==> config.mk <==
export PLATFORM = sky130hd
export DESIGN_NAME = telemetry_frame_builder_crc8
export DESIGN_NICKNAME = d
export VERILOG_FILES = /design/src/hw/rtl/tfb_pkg.sv /design/src/hw/rtl/tfb_fifo.sv /design/src/hw/rtl/tfb_front.sv /design/src/hw/rtl/tfb_back.sv /design/src/hw/rtl/telemetry_frame_builder_crc8.sv
export SDC_FILE = /design/constraint.sdc
export NUM_CORES = 1
export LEC_CHECK = 0
export BUFFER_PORTS_ARGS = -buffer_cell sky130_fd_sc_hd__buf_2
export CAP_MARGIN = 20
export CORE_MARGIN = 5
export CORE_UTILIZATION = 40
export DETAILED_ROUTE_END_ITERATION = 8
export PLACE_DENSITY_LB_ADDON = 0.12
export SYNTH_ARGS = -nofsm -noshare
export SYNTH_HDL_FRONTEND = slang
export SYNTH_HIERARCHICAL = 1
export SYNTH_SLANG_ARGS = --single-unit
==> constraint.sdc <==
create_clock -name clk -period 7.52 [get_ports clk]
set_input_delay 1.88 -clock clk [delete_from_list [all_inputs] [get_ports clk]]
set_output_delay 1.88 -clock clk [all_outputs]
set_load 0.02 [all_outputs]
==> src/hw/rtl/tfb_pkg.sv <==
`default_nettype none
package tfb_pkg;

  localparam int CNT_W    = 6;
  localparam int BYTE_W   = 8;
  localparam int NSLOT    = 5;
  localparam logic [7:0] CRC_POLY = 8'hD5;

  // slot order on the wire, lowest bit goes first
  localparam int SLOT_SYNC = 0;
  localparam int SLOT_LEN  = 1;
  localparam int SLOT_TYPE = 2;
  localparam int SLOT_DATA = 3;
  localparam int SLOT_END  = 4;

  typedef struct packed {
    logic [NSLOT-1:0]  mask;
    logic [BYTE_W-1:0] sync_b;
    logic [BYTE_W-1:0] len_b;
    logic [BYTE_W-1:0] type_b;
    logic [BYTE_W-1:0] data_b;
    logic [BYTE_W-1:0] end_b;
    logic              rej;
  } tfb_cmd_t;

  // CRC-8 over one byte, MSB first, no reflection
  function automatic logic [7:0] crc8_byte(input logic [7:0] crc, input logic [7:0] b);
    logic [7:0] c;
    c = crc ^ b;
    for (int i = 0; i < 8; i++) begin
      if (c[7]) begin
        c = {c[6:0], 1'b0} ^ CRC_POLY;
      end else begin
        c = {c[6:0], 1'b0};
      end
    end
    return c;
  endfunction

endpackage
`default_nettype wire

==> src/hw/rtl/tfb_fifo.sv <==
`default_nettype none
module tfb_fifo
  import tfb_pkg::*;
(
  input  wire logic     clk,
  input  wire logic     rst_n,
  input  wire logic     push,
  input  wire tfb_cmd_t push_data,
  output logic          full,
  input  wire logic     pop,
  output logic          head_valid,
  output tfb_cmd_t      head_data
);

  localparam int DEPTH = 4;
  localparam int PTR_W = $clog2(DEPTH);

  tfb_cmd_t           mem_r [DEPTH];
  logic [PTR_W-1:0]   wptr_r, wptr_nxt;
  logic [PTR_W-1:0]   rptr_r, rptr_nxt;
  logic [PTR_W:0]     cnt_r, cnt_nxt;
  logic               do_push, do_pop;

  assign full       = (cnt_r == (PTR_W+1)'(DEPTH));
  assign head_valid = (cnt_r != '0);
  assign head_data  = mem_r[rptr_r];
  assign do_push    = push && !full;
  assign do_pop     = pop && head_valid;

  always_comb begin
    wptr_nxt = do_push ? wptr_r + 1'b1 : wptr_r;
    rptr_nxt = do_pop ? rptr_r + 1'b1 : rptr_r;
    cnt_nxt  = cnt_r;
    if (do_push && !do_pop) begin
      cnt_nxt = cnt_r + 1'b1;
    end else if (do_pop && !do_push) begin
      cnt_nxt = cnt_r - 1'b1;
    end
  end

  always_ff @(posedge clk) begin
    if (do_push) begin
      mem_r[wptr_r] <= push_data;
    end
  end

  always_ff @(posedge clk) begin
    if (!rst_n) begin
      wptr_r <= '0;
      rptr_r <= '0;
      cnt_r  <= '0;
    end else begin
      wptr_r <= wptr_nxt;
      rptr_r <= rptr_nxt;
      cnt_r  <= cnt_nxt;
    end
  end

endmodule
`default_nettype wire

==> src/hw/rtl/tfb_front.sv <==
`default_nettype none
module tfb_front
  import tfb_pkg::*;
#(
  parameter int MAX_PAYLOAD = 60
) (
  input  wire logic              clk,
  input  wire logic              rst_n,
  input  wire logic              in_valid,
  output logic                   in_ready,
  input  wire logic [BYTE_W-1:0] frame_type,
  input  wire logic [BYTE_W-1:0] pay_len,
  input  wire logic [BYTE_W-1:0] data_byte,
  input  wire logic              has_data,
  input  wire logic [BYTE_W-1:0] sync_byte,
  input  wire logic              q_full,
  output logic                   q_push,
  output tfb_cmd_t               q_data
);

  logic              in_frame_r, in_frame_nxt;
  logic [CNT_W-1:0]  seen_r, seen_nxt;
  logic [CNT_W-1:0]  flen_r, flen_nxt;
  logic [7:0]        crc_r, crc_nxt;

  logic              accept;
  logic [CNT_W-1:0]  flen_in;
  logic [CNT_W-1:0]  seen_inc;
  logic [7:0]        crc_base;
  logic [7:0]        crc_data;
  logic [7:0]        crc_type;

  assign in_ready = !q_full;
  assign accept   = in_valid && in_ready;
  assign flen_in  = pay_len[CNT_W-1:0];
  assign crc_type = crc8_byte(8'h00, frame_type);
  // first item with data chains the type and the byte
  assign crc_base = in_frame_r ? crc_r : crc_type;
  assign crc_data = crc8_byte(crc_base, data_byte);
  assign seen_inc = in_frame_r ? seen_r + 1'b1 : CNT_W'(1);

  always_comb begin
    in_frame_nxt  = in_frame_r;
    seen_nxt      = seen_r;
    flen_nxt      = flen_r;
    crc_nxt       = crc_r;
    q_data        = '0;
    q_data.sync_b = sync_byte;
    q_data.len_b  = pay_len + 8'd2;
    q_data.type_b = frame_type;
    q_data.data_b = data_byte;

    if (!in_frame_r) begin
      if (pay_len > BYTE_W'(MAX_PAYLOAD)) begin
        q_data.mask[SLOT_END] = 1'b1;
        q_data.end_b          = '0;
        q_data.rej            = 1'b1;
      end else begin
        q_data.mask[SLOT_SYNC] = 1'b1;
        q_data.mask[SLOT_LEN]  = 1'b1;
        q_data.mask[SLOT_TYPE] = 1'b1;
        if (flen_in == '0) begin
          // empty payload: crc of the type closes the frame at once
          q_data.mask[SLOT_END] = 1'b1;
          q_data.end_b          = crc_type;
        end else if (!has_data) begin
          in_frame_nxt = 1'b1;
          seen_nxt     = '0;
          flen_nxt     = flen_in;
          crc_nxt      = crc_type;
        end else begin
          q_data.mask[SLOT_DATA] = 1'b1;
          if (seen_inc >= flen_in) begin
            q_data.mask[SLOT_END] = 1'b1;
            q_data.end_b          = crc_data;
          end else begin
            in_frame_nxt = 1'b1;
            seen_nxt     = seen_inc;
            flen_nxt     = flen_in;
            crc_nxt      = crc_data;
          end
        end
      end
    end else if (has_data) begin
      q_data.mask[SLOT_DATA] = 1'b1;
      if (seen_inc >= flen_r) begin
        q_data.mask[SLOT_END] = 1'b1;
        q_data.end_b          = crc_data;
        in_frame_nxt          = 1'b0;
        seen_nxt              = '0;
        flen_nxt              = '0;
        crc_nxt               = '0;
      end else begin
        seen_nxt = seen_inc;
        crc_nxt  = crc_data;
      end
    end
  end

  assign q_push = accept && (q_data.mask != '0);

  always_ff @(posedge clk) begin
    if (!rst_n) begin
      in_frame_r <= 1'b0;
      seen_r     <= '0;
      flen_r     <= '0;
      crc_r      <= '0;
    end else if (accept) begin
      in_frame_r <= in_frame_nxt;
      seen_r     <= seen_nxt;
      flen_r     <= flen_nxt;
      crc_r      <= crc_nxt;
    end
  end

endmodule
`default_nettype wire

==> src/hw/rtl/tfb_back.sv <==
`default_nettype none
module tfb_back
  import tfb_pkg::*;
(
  input  wire logic        clk,
  input  wire logic        rst_n,
  input  wire logic        q_valid,
  input  wire tfb_cmd_t    q_head,
  output logic             q_pop,
  output logic             out_valid,
  input  wire logic        out_ready,
  output logic [BYTE_W-1:0] out_byte,
  output logic             out_end,
  output logic             out_rej
);

  tfb_cmd_t          cur_r, cur_nxt;
  logic [NSLOT-1:0]  pend_r, pend_nxt;
  logic              ov_r, ov_nxt;
  logic [BYTE_W-1:0] ob_r, ob_nxt;
  logic              oe_r, oe_nxt;
  logic              orj_r, orj_nxt;

  logic              adv;
  logic [NSLOT-1:0]  sel;
  logic [NSLOT-1:0]  pend_left;

  assign adv = !ov_r || out_ready;
  assign sel = pend_r & (~pend_r + 1'b1);

  always_comb begin
    ov_nxt    = ov_r;
    ob_nxt    = ob_r;
    oe_nxt    = oe_r;
    orj_nxt   = orj_r;
    pend_left = pend_r;
    cur_nxt   = cur_r;

    if (adv) begin
      ov_nxt = (pend_r != '0);
      if (pend_r != '0) begin
        pend_left = pend_r & ~sel;
        oe_nxt    = sel[SLOT_END];
        orj_nxt   = sel[SLOT_END] && cur_r.rej;
        unique case (1'b1)
          sel[SLOT_SYNC]: ob_nxt = cur_r.sync_b;
          sel[SLOT_LEN]:  ob_nxt = cur_r.len_b;
          sel[SLOT_TYPE]: ob_nxt = cur_r.type_b;
          sel[SLOT_DATA]: ob_nxt = cur_r.data_b;
          default:        ob_nxt = cur_r.end_b;
        endcase
      end
    end

    // next command loads as the last slot of this one goes out
    q_pop    = q_valid && (pend_left == '0);
    pend_nxt = pend_left;
    if (q_pop) begin
      cur_nxt  = q_head;
      pend_nxt = q_head.mask;
    end
  end

  assign out_valid = ov_r;
  assign out_byte  = ob_r;
  assign out_end   = oe_r;
  assign out_rej   = orj_r;

  always_ff @(posedge clk) begin
    cur_r <= cur_nxt;
    ob_r  <= ob_nxt;
    oe_r  <= oe_nxt;
    orj_r <= orj_nxt;
  end

  always_ff @(posedge clk) begin
    if (!rst_n) begin
      pend_r <= '0;
      ov_r   <= 1'b0;
    end else begin
      pend_r <= pend_nxt;
      ov_r   <= ov_nxt;
    end
  end

endmodule
`default_nettype wire

==> src/hw/rtl/telemetry_frame_builder_crc8.sv <==
// Channel  Dir  Signals                      Contents
// in_      in   tvalid/tready/tdata/tuser    tdata: frame_type, pay_len, data_byte; tuser: has_data
// out_     out  tvalid/tready/tdata/tlast/tuser  tdata: out_byte; tlast: frame_end; tuser: rejected
// cfg_     in   APB psel/penable/pwrite/paddr/pwdata/prdata/pready  reg 0 at 0x0: sync_byte
//
// An input transfer is taken every cycle while the 4-entry command queue has room; the
// output side then sends one byte per cycle while out_tready is high, so sustained rate
// is set by the output port: header 3 bytes + payload + 1 CRC per frame. Front and back
// stall independently; out_tready low fills the queue, and a full queue drops in_tready.
// Synchronous active-low reset; no clearing sweep, ready right after reset.
`default_nettype none
module telemetry_frame_builder_crc8
  import tfb_pkg::*;
#(
  parameter int MAX_PAYLOAD = 60
) (
  input  wire logic        clk,
  input  wire logic        rst_n,
  input  wire logic        in_tvalid,
  output logic             in_tready,
  input  wire logic [23:0] in_tdata,   // [7:0] frame_type, [15:8] pay_len, [23:16] data_byte
  input  wire logic [0:0]  in_tuser,   // [0] has_data
  output logic             out_tvalid,
  input  wire logic        out_tready,
  output logic [7:0]       out_tdata,  // [7:0] out_byte
  output logic             out_tlast,
  output logic [0:0]       out_tuser,  // [0] rejected
  input  wire logic        cfg_psel,
  input  wire logic        cfg_penable,
  input  wire logic        cfg_pwrite,
  input  wire logic [2:0]  cfg_paddr,
  input  wire logic [31:0] cfg_pwdata,
  output logic [31:0]      cfg_prdata,
  output logic             cfg_pready
);

  localparam logic REG_SYNC = 1'b0;

  logic [BYTE_W-1:0] sync_r;
  logic              q_full;
  logic              q_push;
  tfb_cmd_t          q_wdata;
  logic              q_pop;
  logic              q_valid;
  tfb_cmd_t          q_head;
  logic              cfg_wr;

  assign cfg_pready = 1'b1;
  assign cfg_wr     = cfg_psel && cfg_penable && cfg_pwrite && cfg_pready;
  assign cfg_prdata = (cfg_paddr[2] == REG_SYNC) ? {24'd0, sync_r} : 32'd0;

  always_ff @(posedge clk) begin
    if (!rst_n) begin
      sync_r <= 8'd200;
    end else if (cfg_wr && (cfg_paddr[2] == REG_SYNC)) begin
      sync_r <= cfg_pwdata[7:0];
    end
  end

  tfb_front #(
    .MAX_PAYLOAD (MAX_PAYLOAD)
  ) u_front (
    .clk         (clk),
    .rst_n       (rst_n),
    .in_valid    (in_tvalid),
    .in_ready    (in_tready),
    .frame_type  (in_tdata[7:0]),
    .pay_len     (in_tdata[15:8]),
    .data_byte   (in_tdata[23:16]),
    .has_data    (in_tuser[0]),
    .sync_byte   (sync_r),
    .q_full      (q_full),
    .q_push      (q_push),
    .q_data      (q_wdata)
  );

  tfb_fifo u_fifo (
    .clk        (clk),
    .rst_n      (rst_n),
    .push       (q_push),
    .push_data  (q_wdata),
    .full       (q_full),
    .pop        (q_pop),
    .head_valid (q_valid),
    .head_data  (q_head)
  );

  tfb_back u_back (
    .clk       (clk),
    .rst_n     (rst_n),
    .q_valid   (q_valid),
    .q_head    (q_head),
    .q_pop     (q_pop),
    .out_valid (out_tvalid),
    .out_ready (out_tready),
    .out_byte  (out_tdata),
    .out_end   (out_tlast),
    .out_rej   (out_tuser[0])
  );

endmodule
`default_nettype wire

After elaboration in Yosys (flattened, before gate mapping)
Memory sizes are Yosys's and may differ from the RTL's. A register that Yosys moved wholly into a read port is not among the register bits. Index checks and enable logic that the tools add are counted.

Memories kept: 1. Register bits after elaboration: 93. Output and inout port bits: 45. Input bits: 67. Logic and storage cells: 159. Bits in writable memories: 184.

Memories: u_fifo.mem_r (words 4, width 46, read ports 1, clocked after memory_dff 1, write ports 1, RTL line tfb_fifo.sv:18) `tfb_cmd_t mem_r [DEPTH];`.

Reductions and logical operators: 25. Magnitude comparators: 3. Equal/unequal tests: 6. Add/sub/neg operators: 7. Bitwise operators: 22. Mux-type cells: 76.

Operator list (count): $mux W8 (32); $mux W6 (15); $not A5 Y5 (18); $pmux W8 S4 (1); $mux W1 (16); $mux W5 (3); $ge A6 B6 Y1 (2); $logic_and A1 B1 Y1 (11); $and A5 B5 Y5 (2); $mux W2 (5); $reduce_bool A5 Y1 (2); $mux W3 (3); $add A8 B2 Y8 const B (1); $gt A8 B6 Y1 const B (1); $xor A8 B8 Y8 (1); $add A6 B1 Y6 const B (1); $logic_not A6 Y1 (1); $reduce_and A6 Y1 (1); $add A5 B1 Y5 const B (1); $logic_not A5 Y1 (1); $reduce_and A5 Y1 (1); $add A2 B1 Y2 const B (2); $logic_not A1 Y1 (4); $mux W4 (1); other kinds (11) (13).

Depth between registers and ports, before layout
Gate-level depths: netlist of the first run.

Depth in word-level cells: 39. Gate-level depth with buffers: 15. Gate-level depth less buffers: 11.

By module
The synthesis of the first run kept the hierarchy.

Modules (own cells, without submodules): tfb_fifo (cells each 288, area each 7165.6 um^2, times used 1, seq. area each 5705.5 um^2); tfb_front (cells each 290, area each 2408.6 um^2, times used 1, seq. area each 420.4 um^2); tfb_back (cells each 149, area each 2189.6 um^2, times used 1, seq. area each 1651.6 um^2); telemetry_frame_builder_crc8 (cells each 70, area each 605.6 um^2, times used 1, seq. area each 160.2 um^2).

Worst setup path after synthesis of the first run
OpenSTA, ideal clock, no wires.

Path type: input port to flip-flop. Start point: input port out_tready. End point: register u_fifo.cnt_r[2]. Path buffers: 1. Path slack: 1.677 ns. Data arrival time: 5.767 ns. Stages: 12. Library setup time: 0.076 ns. Data required time: 7.444 ns. Cell sequence: nor2b_1 -> clkbuf_1 -> or2_1 -> maj3_2 -> nor2_1 -> o31ai_2 -> ha_1 -> inv_1 -> fa_1 -> xor2_1 -> or3_1 -> a21boi_0.

Cells in the longest elaborated chain, start to end: 8. Elaborated cells between the ends (all ways): 10. Classes of those cells: mux (2); reduce/logical (8).

Ends and longest elaborated chain: start: declaration (RTL line telemetry_frame_builder_crc8.sv:24) `input wire logic out_tready,`; $logic_or A1 B1 Y1 * (RTL line tfb_back.sv:28) `assign adv = !ov_r || out_ready;`; $mux W5 * (RTL line tfb_back.sv:39) `if (adv) begin`; $logic_not A5 Y1 * (RTL line tfb_back.sv:56) `q_pop = q_valid && (pend_left == '0);`; $logic_and A1 B1 Y1 * (RTL line tfb_back.sv:56); net q_pop (RTL line telemetry_frame_builder_crc8.sv:43) `logic q_pop;`; $logic_and A1 B1 Y1 * (RTL line tfb_fifo.sv:28) `assign do_pop = pop && head_valid;`; $logic_not A1 Y1 (RTL line tfb_fifo.sv:34) `if (do_push && !do_pop) begin`; $logic_and A1 B1 Y1 (RTL line tfb_fifo.sv:34); $mux W3 or $reduce_bool A2 Y1 (tied branches); end signal: assignment (RTL line tfb_fifo.sv:55) `cnt_r <= cnt_nxt;`; end: declaration (RTL line tfb_fifo.sv:21) `logic [PTR_W:0] cnt_r, cnt_nxt;`.

The timed path passes the listed nets; every way through them passes the cells marked *. A chain may end at the register's enable or synchronous reset.

==> qor.csv, run 1 <==
metric;value;unit
RSZ-0062 raised after global routing;false;
global route total overflow;0;
Tmin final;4.46;ns
Placement Rows;64;
Synth Flop Type;edfxtp_1;
initial core utilization;40.4;%
Antenna Nets Post-Route;0;
routability cong.;0.830;
Static Leak;4.71;nW
TritonCTS clock tree;done;
Hold Path Class;reg2reg;
detailed placement HPWL;16500;um
Crit. End Element;register;
vias in the first global route;6622;
placed cell count;1196;
Setup Skew;0.0102;ns
H-tree levels;1;
Worst slew margin;33.8;%
Avg Cell Area, Syn;15.5;sq um
number of port buffers;60;
fmax;0.224;GHz
Core Area;0.0306;sq mm
worst reg2reg path depth;10;
worst slack at placement;2.51;ns
Setup CP Type;in2reg;
crit path launch type;input port;
#FFs+latches synth;279;
# setup viols final;0;
wire length per cell;20.4;um
Max VDD drop;0.183;mV
Yosys Warn Count;6;
count of cell types in the netlist;71;
number of flops mapped to enable cells by yosys;235;
antenna cell count;0;
reg2reg start;u_front/in_frame_r;
pin count of the biggest net entering global routing;58;
layout cells sized above 1;22.3;%
sequential element share of the synthesized area;64.2;%
Worst EP arrival;4.68;ns
Max-Cap Viols;0;
CP Max Fanout;7;
clk_lat worst skew;0.55;ns
Nets;921;
DIE HEIGHT;186;um
status;finished, final reports clean;
CP required;7.75;ns
worst setup margin;3.06;ns
chip width;186;um
Via-to-Cell Ratio;5.14;
most frequent cells in the layout;edfxtp_1, buf_2, mux4_2;
Synth async-reset ratio;0;%
Top Ports;112;
fin. max-slew vios;0;
Pre-antenna DRT Iters;5;
filler cell count;2722;
Cells after Synth;797;
Max clock buf depth;3;
worst reg2reg path endpoint;u_fifo/mem_r[0][2];
CTS Hold Bufs;0;
CP endpoint;u_fifo/mem_r[1][5];
final hold viol count;0;
Clock Sinks;279;
Root Buffer;clkbuf_16;
worst slew pin tran;0.993;ns
TNS Setup;0;ns
Mapped Area;0.0124;sq mm
most common cell after layout, fill and taps aside;edfxtp_1;
clk slew on worst S/H paths;0.06;ns
# resized after CTS;0;
GRT Util Overall;14.9;%
Area growth, synth to finish;10.4;%
P per Cell Area;366;mW/mm^2
# DRC;0;
number of setup buffers added after CTS;0;
Iter 0 DRT Violations;399;
global-route wire length before repair;39300;um
final WL;25600;um
initial antenna violation count;0;
Final Non-Filler Cells;1253;
flop2flop setup slack;3.75;ns
final hold slack;0.497;ns
DR vias;6440;
CP startpoint;in_tdata[6];
Die ar.;0.0345;sq mm
total CTS buffers;31;
fin crit share;59.3;%
==> per-layer routing <==
metal  global-route usage [%]  part of all wire [%]  routed length, um
met2                     25.1                    49              12600
met5                        0                     0                  0
met1                     20.7                    45              11400
met4                     3.18                   1.6                411
met3                     2.25                   4.7               1190
==> critical path, stage by stage <==
cell and delay [ns]:
buf_2 0.16, xor3_2 0.50, xnor2_1 0.36, o21ai_0 0.16, xor2_1 0.17, xnor2_1 0.39
xor3_1 0.57, xnor2_1 0.26, o22ai_1 0.20
==> final cells by class <==
type                            count  area, sq um  share of cell area, %
Clock buffer                       38          802                   5.88
Clock inverter                     18          140                   1.03
Inverter                           25         93.8                  0.687
Multi-Input combinational cell    427         3800                   27.8
Sequential cell                   279         7940                   58.2
Tap cell                          396          495                   3.63
Timing Repair Buffer               70          375                   2.75
==> cells by family (layout without fill, tap and decap cells) <==
logic type,Yosys count,count (layout),share of synthesized area (%)
AOI/OAI and AO/OA,117,117,6.52
xor gates and xnor gates,51,51,4.91
adders and majority gates,22,22,2.26
buffers and inverters,114,151,5.90
DFF,279,279,64.2
muxes,64,64,9.86
other,2,25,0.0607
and+or+nand+nor,148,148,6.32
==> synth_stat cells, drive strengths merged, types with 2 or more instances <==
| cell | count | area share (%) |
|---|---|---|
| xnor2 | 26 | 2.0 |
| conb | 2 | 0.061 |
| o221a | 4 | 0.36 |
| o22ai | 10 | 0.51 |
| or2 | 3 | 0.15 |
| a31oi | 2 | 0.10 |
| o21ai | 30 | 1.3 |
| a31o | 2 | 0.14 |
| o31ai | 3 | 0.22 |
| xor2 | 16 | 1.3 |
| o21bai | 2 | 0.12 |
| nor3b | 2 | 0.16 |
| o22a | 5 | 0.35 |
| o311ai | 3 | 0.21 |
| o211ai | 3 | 0.18 |
| mux4 | 46 | 8.4 |
| a21o | 8 | 0.49 |
| and2 | 15 | 0.76 |
| nand4 | 5 | 0.25 |
| edfxtp | 235 | 57 |
| ha | 19 | 1.9 |
| buf | 70 | 4.6 |
| mux2i | 18 | 1.5 |
| nor4 | 5 | 0.25 |
| nand3 | 8 | 0.32 |
| inv | 25 | 0.76 |
| dfxtp | 44 | 7.1 |
| a22oi | 12 | 0.73 |
| clkbuf | 19 | 0.59 |
| and2b | 8 | 0.57 |
| nor2 | 24 | 0.73 |
| or3 | 3 | 0.15 |
| a21oi | 15 | 0.61 |
| a211oi | 4 | 0.24 |
| a311o | 2 | 0.16 |
| nor2b | 24 | 1.2 |
| o21a | 4 | 0.24 |
| nand2b | 3 | 0.15 |
| and3 | 4 | 0.20 |
| nor3 | 2 | 0.081 |
| maj3 | 2 | 0.17 |
| xnor3 | 6 | 1.1 |
| nand2 | 41 | 1.2 |
| xor3 | 3 | 0.59 |
==> power by group <==
| part | internal (W) | leakage [nW] | total (W) | switching, W |
|---|---|---|---|---|
| Clock | 0.000819 | 0.458 | 0.00140 | 0.000585 |
| Combinational | 0.000522 | 1.75 | 0.00133 | 0.000811 |
| Sequential | 0.00211 | 2.50 | 0.00225 | 0.000142 |
==> per-stage QoR <==
step,total power (W),utilization (%),cell area (sq um)
after floorplan,0.00327,-,12500
after global routing,0.00526,44.6,13700
after detailed placement,0.00364,41.5,12700
after global placement,0.00361,41.5,12700
final,0.00499,44.6,13700
after CTS,0.00506,44.6,13600
==> sequential cells by signal (all words and copies together), names as in the netlist, 3 cells and up, named ones only <==
signal	count
sync_r	8
u_front/seen_r	6
u_back/pend_r	5
u_back/cur_r	41
u_fifo/mem_r	184
u_front/flen_r	6
u_back/out_byte	8
u_front/crc_r	8
u_fifo/cnt_r	3
==> worst min path at each step <==
stage / to / cells after the start / slack [ns] / start
global route: u_front/crc_r[4] / 1 / 0.53 / u_front/crc_r[4]
detailed placement: u_front/crc_r[4] / 1 / 0.48 / u_front/crc_r[4]
CTS: u_front/crc_r[4] / 1 / 0.50 / u_front/crc_r[4]
finish: u_front/crc_r[0] / 1 / 0.50 / u_front/crc_r[0]
floorplan: sync_r[0] / 2 / 0.44 / sync_r[0]
global placement: u_fifo/wptr_r[1] / 2 / 0.48 / u_fifo/wptr_r[1]
No activity file was read; power rests on OpenSTA's default activity.
==> run 2: changes to the inputs <==
clock period = 4.4 ns   (was 7.52 ns; I/O delays follow)
==> qor.csv, run 2 (synthesized netlist as in run 1, its figures left out) <==
metric;value;unit
initial antenna violation count;0;
TNS Setup;0;ns
CP endpoint;u_fifo/mem_r[1][2];
status;finished, final reports clean;
biggest regs;u_fifo/mem_r: 184 flops, u_back/cur_r: 41 flops;
DR vias;6530;
RSZ-0062 raised after global routing;false;
routing usage on met2;26.2;%
worst reg2reg path endpoint;u_fifo/mem_r[1][2];
clock share of power;27.7;%
Core Area;0.0306;sq mm
antenna cell count;0;
Worst EP arrival;3.91;ns
clk slew on worst S/H paths;0.06;ns
Max clock buf depth;3;
number of flip-flops under the largest register name;184;
vias in the first global route;6896;
Max-Cap Viols;0;
wire length per cell;20.8;um
Pre-antenna DRT Iters;5;
Setup CP Type;reg2reg;
worst reg2reg path depth;10;
CP startpoint;u_front/seen_r[0];
Root Buffer;clkbuf_16;
Tmin final;3.72;ns
Area growth, synth to finish;11.1;%
initial core utilization;40.4;%
global route total overflow;0;
sequential cell fraction of total power;45.6;%
layout cells sized above 1;22.7;%
CP required;4.58;ns
Switching Share;30.9;%
detailed placement HPWL;16900;um
worst slack at placement;0.230;ns
reg2reg start;u_front/seen_r[0];
final hold viol count;0;
Setup Skew;0.0128;ns
Crit. End Element;register;
H-tree levels;1;
Nets;925;
Core Util, Final;44.9;%
Clock Sinks;279;
Via-to-Cell Ratio;5.19;
number of setup buffers added after CTS;0;
Static Leak;4.74;nW
Max VDD drop;0.361;mV
cell internal pwr;0.00590;W
global-route wire length before repair;40400;um
TritonCTS clock tree;done;
GRT Util Overall;15.3;%
M3 GR Usage;2.74;%
worst setup margin;0.676;ns
crit path launch type;register;
Antenna Nets Post-Route;0;
Largest Register;u_fifo/mem_r;
flop2flop setup slack;0.68;ns
Total Power;0.00854;W
Placement Rows;64;
most frequent cells in the layout;edfxtp_1, buf_2, mux4_2;
clk_lat worst skew;0.55;ns
pin count of the biggest net entering global routing;47;
CP Max Fanout;10;
routability cong.;0.813;
most common cell after layout, fill and taps aside;edfxtp_1;
chip width;186;um
Iter 0 DRT Violations;334;
# setup viols final;0;
# resized after CTS;0;
final hold slack;0.499;ns
Top Ports;112;
fin. max-slew vios;0;
DIE HEIGHT;186;um
# DRC;0;
final WL;26100;um
fin crit share;84.6;%
total CTS buffers;31;
Worst slew margin;44.3;%
GR peak layer;met2;
Gate power share;26.8;%
met1 GRT Util;20.6;%
number of port buffers;60;
P per Cell Area;622;mW/mm^2
net switching power;0.00264;W
Hold Path Class;reg2reg;
fmax;0.269;GHz
Die ar.;0.0345;sq mm
worst slew pin tran;0.836;ns
CTS Hold Bufs;0;
-- run 2: area by class of cell --
cell class                      instances  area, sq um
Clock buffer                           42          827
Clock inverter                         15          108
Fill cell                            2742        16800
Inverter                               25         93.8
Multi-Input combinational cell        427         3800
Sequential cell                       279         7940
Tap cell                              396          495
Timing Repair Buffer                   74          475
-- run 2: how the worst min path moves through the flow --
stage | from | to | slack (ns) | cells past startpoint
after CTS | u_fifo/wptr_r[1] | u_fifo/wptr_r[1] | 0.50 | 2
after detailed placement | u_fifo/wptr_r[1] | u_fifo/wptr_r[1] | 0.49 | 2
after floorplan | sync_r[0] | sync_r[0] | 0.44 | 2
after global placement | u_fifo/wptr_r[0] | u_fifo/wptr_r[0] | 0.48 | 2
after global routing | u_fifo/wptr_r[1] | u_fifo/wptr_r[1] | 0.52 | 2
final | u_fifo/wptr_r[1] | u_fifo/wptr_r[1] | 0.50 | 2
-- run 2: through the flow --
stage / instance area (sq um) / cells
6_report: 13700 / 1258
5_1_grt: 13700 / 1258
4_1_cts: 13700 / 1256
3_5_place_dp: 12800 / 1199
3_3_place_gp: 12800 / 1199
2_1_floorplan: 12500 / 820
-- run 2: power groups by stage --
| stage | Combinational (W) | Sequential, W | Clock, W |
|---|---|---|---|
| after floorplan | 0.00173 | 0.00385 | 0 |
| after global placement | 0.00221 | 0.00399 | 0 |
| after detailed placement | 0.00224 | 0.00402 | 0 |
| after CTS | 0.00224 | 0.00397 | 0.00245 |
| after global routing | 0.00251 | 0.00395 | 0.00255 |
| final | 0.00229 | 0.00389 | 0.00237 |
-- run 2: per-layer routing --
layer	vias to the layer above	routed length, um	part of all wire, %
li1	3027	-	-
met1	3358	11500	44
met2	122	13100	50
met3	23	1160	4.4
met4	0	311	1.2
met5	-	0	0
-- run 2: worst max-delay path: stages, from the launching register on --
cell	delay (ns)
dfxtp_1	0.44
ha_1	0.27
and2_1	0.20
ha_1	0.28
a21o_1	0.16
a21o_1	0.17
a21o_1	0.17
a211o_1	0.30
and2_1	0.28
a32oi_1	0.68
o22ai_1	0.41
